===== src/hdl/assert_macros.svh =====
// Assertion macros shared by the matcher RTL.
// Expects signals named clk and rst_n in the including module.
`ifndef ASSERT_MACROS_SVH
`define ASSERT_MACROS_SVH

// Same-cycle implication, checked at every rising edge out of reset.
`define NMM_ASSERT_IMP(label, ante, cons, msg) \
    label: assert property (@(posedge clk) disable iff (!rst_n) (ante) |-> (cons)) \
        else $error(msg);

// Next-cycle implication.
`define NMM_ASSERT_NXT(label, ante, cons, msg) \
    label: assert property (@(posedge clk) disable iff (!rst_n) (ante) |=> (cons)) \
        else $error(msg);

`endif


===== src/hdl/nmm_pkg.sv =====
// Types and constants for the nearest marker matcher.
// No dependencies; used by every other file of the block but assert_macros.svh.
`default_nettype none

package nmm_pkg;

    localparam int MAX_REFS    = 32;
    localparam int COORD_BITS  = 24;
    localparam int POS_W       = 24;
    localparam int ID_W        = 16;
    localparam int REQ_W       = 2;
    localparam int DIST_W      = 51;

    localparam int IDX_W       = (MAX_REFS > 1) ? $clog2(MAX_REFS) : 1;
    localparam int CNT_W       = $clog2(MAX_REFS + 1);
    localparam int DIFF_W      = COORD_BITS + 1;
    localparam int SQ_W        = 2 * DIFF_W;
    localparam int SUM_W       = (SQ_W + 2 > DIST_W + 1) ? SQ_W + 2 : DIST_W + 1;

    localparam int QUEUE_DEPTH = 2;
    localparam int QPTR_W      = (QUEUE_DEPTH > 1) ? $clog2(QUEUE_DEPTH) : 1;
    localparam int QCNT_W      = $clog2(QUEUE_DEPTH + 1);

    localparam logic [DIST_W-1:0] DIST_MAX = {DIST_W{1'b1}};

    typedef enum logic [REQ_W-1:0] {
        OP_LOAD    = 2'd0,
        OP_MEASURE = 2'd1,
        OP_EMIT    = 2'd2,
        OP_CLEAR   = 2'd3
    } op_t;

    typedef struct packed {
        op_t                          op;
        logic [ID_W-1:0]              id;
        logic signed [COORD_BITS-1:0] x;
        logic signed [COORD_BITS-1:0] y;
        logic signed [COORD_BITS-1:0] z;
    } cmd_t;

endpackage

`default_nettype wire


===== src/hdl/nmm_ifs.sv =====
// Handshake channel interfaces: request channel and result channel.
// Depends on nmm_pkg for field widths.
`default_nettype none

interface nmm_req_if;
    logic                                 valid;
    logic                                 ready;
    logic [nmm_pkg::REQ_W-1:0]            req_type;
    logic [nmm_pkg::ID_W-1:0]             marker_id;
    logic signed [nmm_pkg::POS_W-1:0]     pos_x;
    logic signed [nmm_pkg::POS_W-1:0]     pos_y;
    logic signed [nmm_pkg::POS_W-1:0]     pos_z;

    modport source (output valid, req_type, marker_id, pos_x, pos_y, pos_z, input ready);
    modport sink   (input valid, req_type, marker_id, pos_x, pos_y, pos_z, output ready);
endinterface


`default_nettype wire


===== src/hdl/nmm_front.sv =====
// Front end: accepts request beats, decodes them into commands, queues them.
// Depends on nmm_pkg and nmm_req_if.
`default_nettype none

module nmm_front (
    input  logic          clk,
    input  logic          rst_n,
    nmm_req_if.sink       req,
    output logic          cmd_valid,
    input  logic          cmd_ready,
    output nmm_pkg::cmd_t cmd
);

    function automatic logic [nmm_pkg::COORD_BITS-1:0] coord_of(
        input logic [nmm_pkg::POS_W-1:0] v
    );
        logic [nmm_pkg::COORD_BITS-1:0] r;
        r = '0;
        for (int b = 0; b < nmm_pkg::COORD_BITS; b++)
        begin
            if (b < nmm_pkg::POS_W)
            begin
                r[b] = v[b];
            end
        end
        return r;
    endfunction

    nmm_pkg::cmd_t                q_mem [nmm_pkg::QUEUE_DEPTH];
    logic [nmm_pkg::QPTR_W-1:0]   wr_ptr_reg;
    logic [nmm_pkg::QPTR_W-1:0]   rd_ptr_reg;
    logic [nmm_pkg::QCNT_W-1:0]   q_cnt_reg;
    logic [nmm_pkg::QPTR_W-1:0]   wr_ptr_next;
    logic [nmm_pkg::QPTR_W-1:0]   rd_ptr_next;
    logic [nmm_pkg::QCNT_W-1:0]   q_cnt_next;
    logic                         push;
    logic                         pop;
    nmm_pkg::op_t                 op_dec;
    nmm_pkg::cmd_t                cmd_in;

    // every 2-bit code is a defined operation
    always_comb
    begin
        op_dec = nmm_pkg::op_t'(req.req_type);
    end

    always_comb
    begin
        cmd_in.op = op_dec;
        cmd_in.id = req.marker_id;
        cmd_in.x  = coord_of(req.pos_x);
        cmd_in.y  = coord_of(req.pos_y);
        cmd_in.z  = coord_of(req.pos_z);
    end

    assign req.ready = (q_cnt_reg != nmm_pkg::QCNT_W'(nmm_pkg::QUEUE_DEPTH));
    assign cmd_valid = (q_cnt_reg != '0);
    assign cmd       = q_mem[rd_ptr_reg];
    assign push      = req.valid && req.ready;
    assign pop       = cmd_valid && cmd_ready;

    always_comb
    begin
        wr_ptr_next = push ? wr_ptr_reg + 1'b1 : wr_ptr_reg;
        rd_ptr_next = pop ? rd_ptr_reg + 1'b1 : rd_ptr_reg;
        q_cnt_next  = q_cnt_reg + nmm_pkg::QCNT_W'(push) - nmm_pkg::QCNT_W'(pop);
    end

    always_ff @(posedge clk or negedge rst_n)
    begin
        if (!rst_n)
        begin
            wr_ptr_reg <= '0;
            rd_ptr_reg <= '0;
            q_cnt_reg  <= '0;
        end
        else
        begin
            wr_ptr_reg <= wr_ptr_next;
            rd_ptr_reg <= rd_ptr_next;
            q_cnt_reg  <= q_cnt_next;
        end
    end

    always_ff @(posedge clk)
    begin
        if (push)
        begin
            q_mem[wr_ptr_reg] <= cmd_in;
        end
    end

endmodule

`default_nettype wire


===== src/flat_wrapper.sv =====
// flat-port wrapper written by rule: the top's interface ports become plain ports
module nmm_front_flat 
  (clk, rst_n, cmd_valid, cmd_ready, cmd, req_valid, req_req_type, req_marker_id, req_pos_x, req_pos_y, req_pos_z, req_ready);
  nmm_req_if req_i ();
  input  logic clk;
  input  logic rst_n;
  output logic cmd_valid;
  input  logic cmd_ready;
  output nmm_pkg::cmd_t cmd;
  input wire logic [$bits(req_i.valid)-1:0] req_valid;
  input wire logic [$bits(req_i.req_type)-1:0] req_req_type;
  input wire logic [$bits(req_i.marker_id)-1:0] req_marker_id;
  input wire logic [$bits(req_i.pos_x)-1:0] req_pos_x;
  input wire logic [$bits(req_i.pos_y)-1:0] req_pos_y;
  input wire logic [$bits(req_i.pos_z)-1:0] req_pos_z;
  output wire logic [$bits(req_i.ready)-1:0] req_ready;
  assign req_i.valid = req_valid;
  assign req_i.req_type = req_req_type;
  assign req_i.marker_id = req_marker_id;
  assign req_i.pos_x = req_pos_x;
  assign req_i.pos_y = req_pos_y;
  assign req_i.pos_z = req_pos_z;
  assign req_ready = req_i.ready;
  nmm_front u_core (.clk(clk), .rst_n(rst_n), .req(req_i), .cmd_valid(cmd_valid), .cmd_ready(cmd_ready), .cmd(cmd));
endmodule

===== config.mk =====
export PLATFORM = sky130hd
export DESIGN_NAME = nmm_front_flat
export DESIGN_NICKNAME = d
export VERILOG_FILES = /design/src/hdl/assert_macros.svh /design/src/hdl/nmm_pkg.sv /design/src/hdl/nmm_ifs.sv /design/src/hdl/nmm_front.sv /design/src/flat_wrapper.sv
export SDC_FILE = /design/constraint.sdc
export NUM_CORES = 1
export LEC_CHECK = 0
export BUFFER_PORTS_ARGS = -buffer_cell sky130_fd_sc_hd__buf_2
export CORE_MARGIN = 1.5
export CORE_UTILIZATION = 30
export DETAILED_ROUTE_END_ITERATION = 6
export HOLD_SLACK_MARGIN = 0.06
export RECOVER_POWER = 25
export SETUP_SLACK_MARGIN = 0.05
export SLEW_MARGIN = 0
export SYNTH_ARGS = -nofsm -noshare
export SYNTH_HDL_FRONTEND = slang
export SYNTH_SLANG_ARGS = --single-unit

===== constraint.sdc =====
create_clock -name clk -period 7.1 [get_ports clk]
set_clock_uncertainty 0.15 [all_clocks]
set_input_delay 0 -clock clk [delete_from_list [all_inputs] [get_ports clk]]
set_output_delay 0 -clock clk [all_outputs]
set_load 0.02 [all_outputs]

* Yosys cells after proc, flatten, opt, wreduce, memory -nomap -nowiden
Memories as Yosys holds them, arrays and structs flattened.
Cells that the tools add are included.
** Cells by class
- $add $sub $neg :: 4
- Equal/unequal tests :: 1
- Mux-type cells :: 2
- Reduce and logical (&&, ||, !) cells :: 3
** Operator list (count)
- $add 1x1->1 const B :: 2
- $add 2x1->2 :: 1
- $logic_and 1x1->1 :: 2
- $mux 1 :: 2
- $ne 2x2->1 const B :: 1
- $reduce_bool 2->1 :: 1
- $sub 2x1->2 :: 1
** Word-level totals
- Logic and storage cells :: 14
- Output and inout port bits :: 92
- Input port bits :: 94
- Memories :: 1
- Register bits after elaboration :: 4
- Bits in writable memories :: 180
** Memory list
- u_core.q_mem :: words 2, bits a word 90, read ports 1, clocked after Yosys merged registers in 0, write ports 1, RTL line nmm_front.sv:29 : nmm_pkg::cmd_t q_mem [nmm_pkg::QUEUE_DEPTH];

* Depth between registers and ports, before layout
- Word-level depth :: 4
- Mapped depth :: 7
- Depth with buffers taken out :: 7

* Worst setup path after synthesis
Ideal clock, no wire load.
- Kind :: reg2reg
- Start :: register u_core.q_cnt_reg[1] in the netlist's numbering
- End :: memory u_core.q_mem[0][0] in the netlist's numbering, enable pin
- Slack :: 1.909 ns
- Setup time :: 0.539 ns
- Arrival :: 4.501 ns
- Cell stages (with the launch flop) :: 4
- Clock period less this slack :: 5.191 ns
- Path buffers :: 0
- Cells stage by stage :: dfrtp_1 nand2b_1 nand2_1 nor2_1
** Between the ends
- Longest elaborated chain between the ends :: 4
** Ends and longest elaborated chain
- start, declared :: RTL line nmm_front.sv:32 : logic [nmm_pkg::QCNT_W-1:0] q_cnt_reg;
- start signal, assigned :: RTL line nmm_front.sv:81 : q_cnt_reg <= q_cnt_next;
- $ne 2x2->1 :: RTL line nmm_front.sv:56 : assign req.ready = (q_cnt_reg != nmm_pkg::QCNT_W'(nmm_pkg::QUEUE_DEPTH));
- net req_ready :: RTL line flat_wrapper.sv:16 : output wire logic [$bits(req_i.ready)-1:0] req_ready;
- $logic_and 1x1->1 :: RTL line nmm_front.sv:59 : assign push = req.valid && req.ready;
- $mux 1 :: RTL line nmm_front.sv:87 : if (push)
- $mux 1 (implied by the code) :: RTL line nmm_front.sv:89 : q_mem[wr_ptr_reg] <= cmd_in;
- end, declared :: RTL line nmm_front.sv:29
The timed path passes the listed nets, and every way through them passes these cells.

==> summary.md <==
| Metric | Value |
|---|---|
| Hold Crit Class | input pin to flip-flop |
| Post-synth cell types | 16 |
| Ys Warns | 0 |
| Initial DRC Count | 145 |
| Fin. Hold Viols | 0 |
| Wire per inst | 14.9 um |
| Syn_area_per_cell | 23.9 um^2 |
| Min-Delay Endpoint | u_core.q_mem[0][41]$_DFFE_PP_ |
| Post-CTS setup buffers | 0 |
| Die area | 24,800 um^2 |
| Reg2reg setup slack | around 4.8 ns |
| Critical path required time | 6.95 ns |
| DRC viols | 0 |
| Post-Route WL | 13,700 um |
| Post-Syn Area | between 7000 and 8000 um^2 |
| Design area | 9770 um^2 |
| Syn nets | 395 |
| CTS tree | done |
| RSZ-0062 raised after global routing | no |
| Post-synthesis sequential area ratio | 77.0% |
| CP max FO | 47 |
| PwrDens | 394 nW/um^2 |
| Final Critical Period | 2.93 ns |
| Vias | between 3,000 and 4,000 |
| R2r startpoint | u_core.q_cnt_reg[1]$_DFF_PN0_ |
| Antenna Nets Post-Route | 0 |
| Max_cap viols | 0 |
| M1 WL | 5460 um |
| Final period util | 41.2% |
| Placed cell areas | 8320 um^2 |
| Ant diodes | 0 |
| Fraction of layout cells with a size suffix above 1 | 45.9% |
| P_leak | 0.00381 uW |
| Port Buffers | 185 |
| Most common cell after layout, fill and taps aside | edfxtp_1 |
| Core ar. | approximately 23,000 um^2 |
| Number of H-tree branching levels | 4 |
| Nets | about 690 |
| Clock transition at path regs | 0.07 ns |
| Routability cong. | 0.676 |
| Sink Count | 184 |
| Vias in the first global route | a little over 4,000 |
| Slew Viols, Final | 0 |
| TritonCTS buffer count | 17 |
| Largest net degree at the start of global routing | 91 |
| Post-DP HPWL | slightly below 9000 um |
| Critical path launch point type | flip-flop |
| First-pass GRT wire length | 20,800 um |
| Initial antenna violation count | 0 |
| GRT Total Usage | ~11% |
| Worst r2r path cells | 3 |
| Kind of critical path | flip-flop to output pin |
| Row count | 56 |
| WL met3 | 766 um |
| Arrival @ worst endpoint | 2.78 ns |
| Via/cell ratio | 4.07 |
| Starting Density | between 30% and 40% |
| Rel. slew slack | 15.7% |
| Fmax | 342 MHz |
| CTS Buffer Depth | 2 |
| Worst hold margin | 0.143 ns |
| Max reg flops | 180 |
| Area growth, synth to finish | 36.6% |
| Clk Latency, worst-skew pair | 0.42 ns |
| Die span in x | between 150 and 200 um |
| I/O Pins | 186 |
| # setup viols final | 0 |
| Max rail drop VDD | 164 uV |
| Reg-to-reg endpoint | u_core.q_mem[1][60]$_DFFE_PP_ |
| CTS Root Cell | clkbuf_16 |
| Mapped Cells | 299 |
| Crit end category | output pin |
| GRT overflow | 0 |
| Most frequent cells in the layout | 180 x edfxtp_1, 149 x buf_2, 94 x dlygate4sd3_1, 89 x mux2_4, 35 x clkbuf_1 |
| Top layer in use | met4 |
| Status | completed |
| Seq cells post-synth | 184 |
| Die Y | 157 um |
| Final setup TNS | 0 ns |
| Hold Path Cell Cnt | 2 |
| Router iterations before antenna repair | 4 |
| HP Start | req_pos_y[17] |
| Met2 WL | around 7300 um |
| Worst Tran Pin Value | 1.26 ns |
## logic make-up after synthesis
group	share of synthesized area [%]
buffers and inverters	2.84
flip-flops	77.0
multiplexers	18.9
adder cells (fa/ha/maj)	0.350
AND/OR/NAND/NOR	0.455
XOR/XNOR	0.490
## area by class of cell
cell class | count | area, um^2
Timing Repair Buffer | 282 | 1850
Fill cell | 2140 | 13600
Tap cell | 319 | 399
Inverter | 3 | 11.3
Clock buffer | 18 | 429
Clock inverter | 14 | 118
Sequential cell | 184 | 5510
Multi-Input combinational cell | 102 | 1450
## synthesized netlist by cell type, drive strengths merged
| cell type | instances | area share (%) |
|---|---|---|
| mux2 | 90 | 19 |
| nand2b | 1 | 0.088 |
| xor2 | 1 | 0.12 |
| ha | 2 | 0.35 |
| xnor2 | 3 | 0.37 |
| buf | 10 | 2.7 |
| or2 | 1 | 0.088 |
| and3 | 1 | 0.088 |
| dfrtp | 4 | 1.4 |
| nor2 | 1 | 0.052 |
| inv | 3 | 0.16 |
| nand2 | 1 | 0.052 |
| and2 | 1 | 0.088 |
| edfxtp | 180 | 76 |
## power breakdown
part / total [uW] / internal, uW / switching, uW
clock: 877 / 458 / 419
sequential: 1620 / 1490 / 133
combinational: 1340 / 626 / 716
## layer usage
layer / global-route usage (%) / up-vias
met4: 3.77 / 0
met1: 11.6 / 1859
met5: 0 / -
met2: 20.8 / 117
li1: - / 1761
met3: 3.74 / 16
## through the flow
| step | total power (uW) | utilization [%] | std cells | setup WS [ns] |
|---|---|---|---|---|
| 2_1_floorplan | 2700 | - | 299 | 1.91 |
| 3_3_place_gp | 2950 | 35.6 | 796 | 4.60 |
| 5_1_grt | 4030 | 41.7 | 922 | 4.01 |
| 3_5_place_dp | 2980 | 35.6 | 796 | 4.55 |
| 4_1_cts | 3910 | 41.9 | 922 | 4.10 |
| 6_report | 3840 | 41.7 | 922 | 4.17 |
## worst max-delay path: stages, from the launching register on
cell and delay (ns):
dfrtp_4 0.98, buf_4 0.81, mux2_4 0.37, buf_2 0.16
## worst max path at each step
stage	start	endpoint	slack (ns)	cells past startpoint
floorplan	u_core.q_cnt_reg[1]$_DFF_PN0_	u_core.q_mem[0][0]$_DFFE_PP_	1.91	3
global placement	u_core.rd_ptr_reg$_DFFE_PN0P_	cmd[28]	4.60	3
detailed placement	u_core.rd_ptr_reg$_DFFE_PN0P_	cmd[27]	4.55	3
CTS	u_core.rd_ptr_reg$_DFFE_PN0P_	cmd[27]	4.10	3
global route	u_core.rd_ptr_reg$_DFFE_PN0P_	cmd[66]	4.01	3
finish	u_core.rd_ptr_reg$_DFFE_PN0P_	cmd[27]	4.17	3
## what timing repair did
item / CTS / global route
endpoints found under the hold margin: 188 / 0
setup endpoints to repair: 0 / 0
gates resized for setup: 0 / 0
hold buffers: 94 / 0
Note: power is estimated with default switching activity, not from simulation.
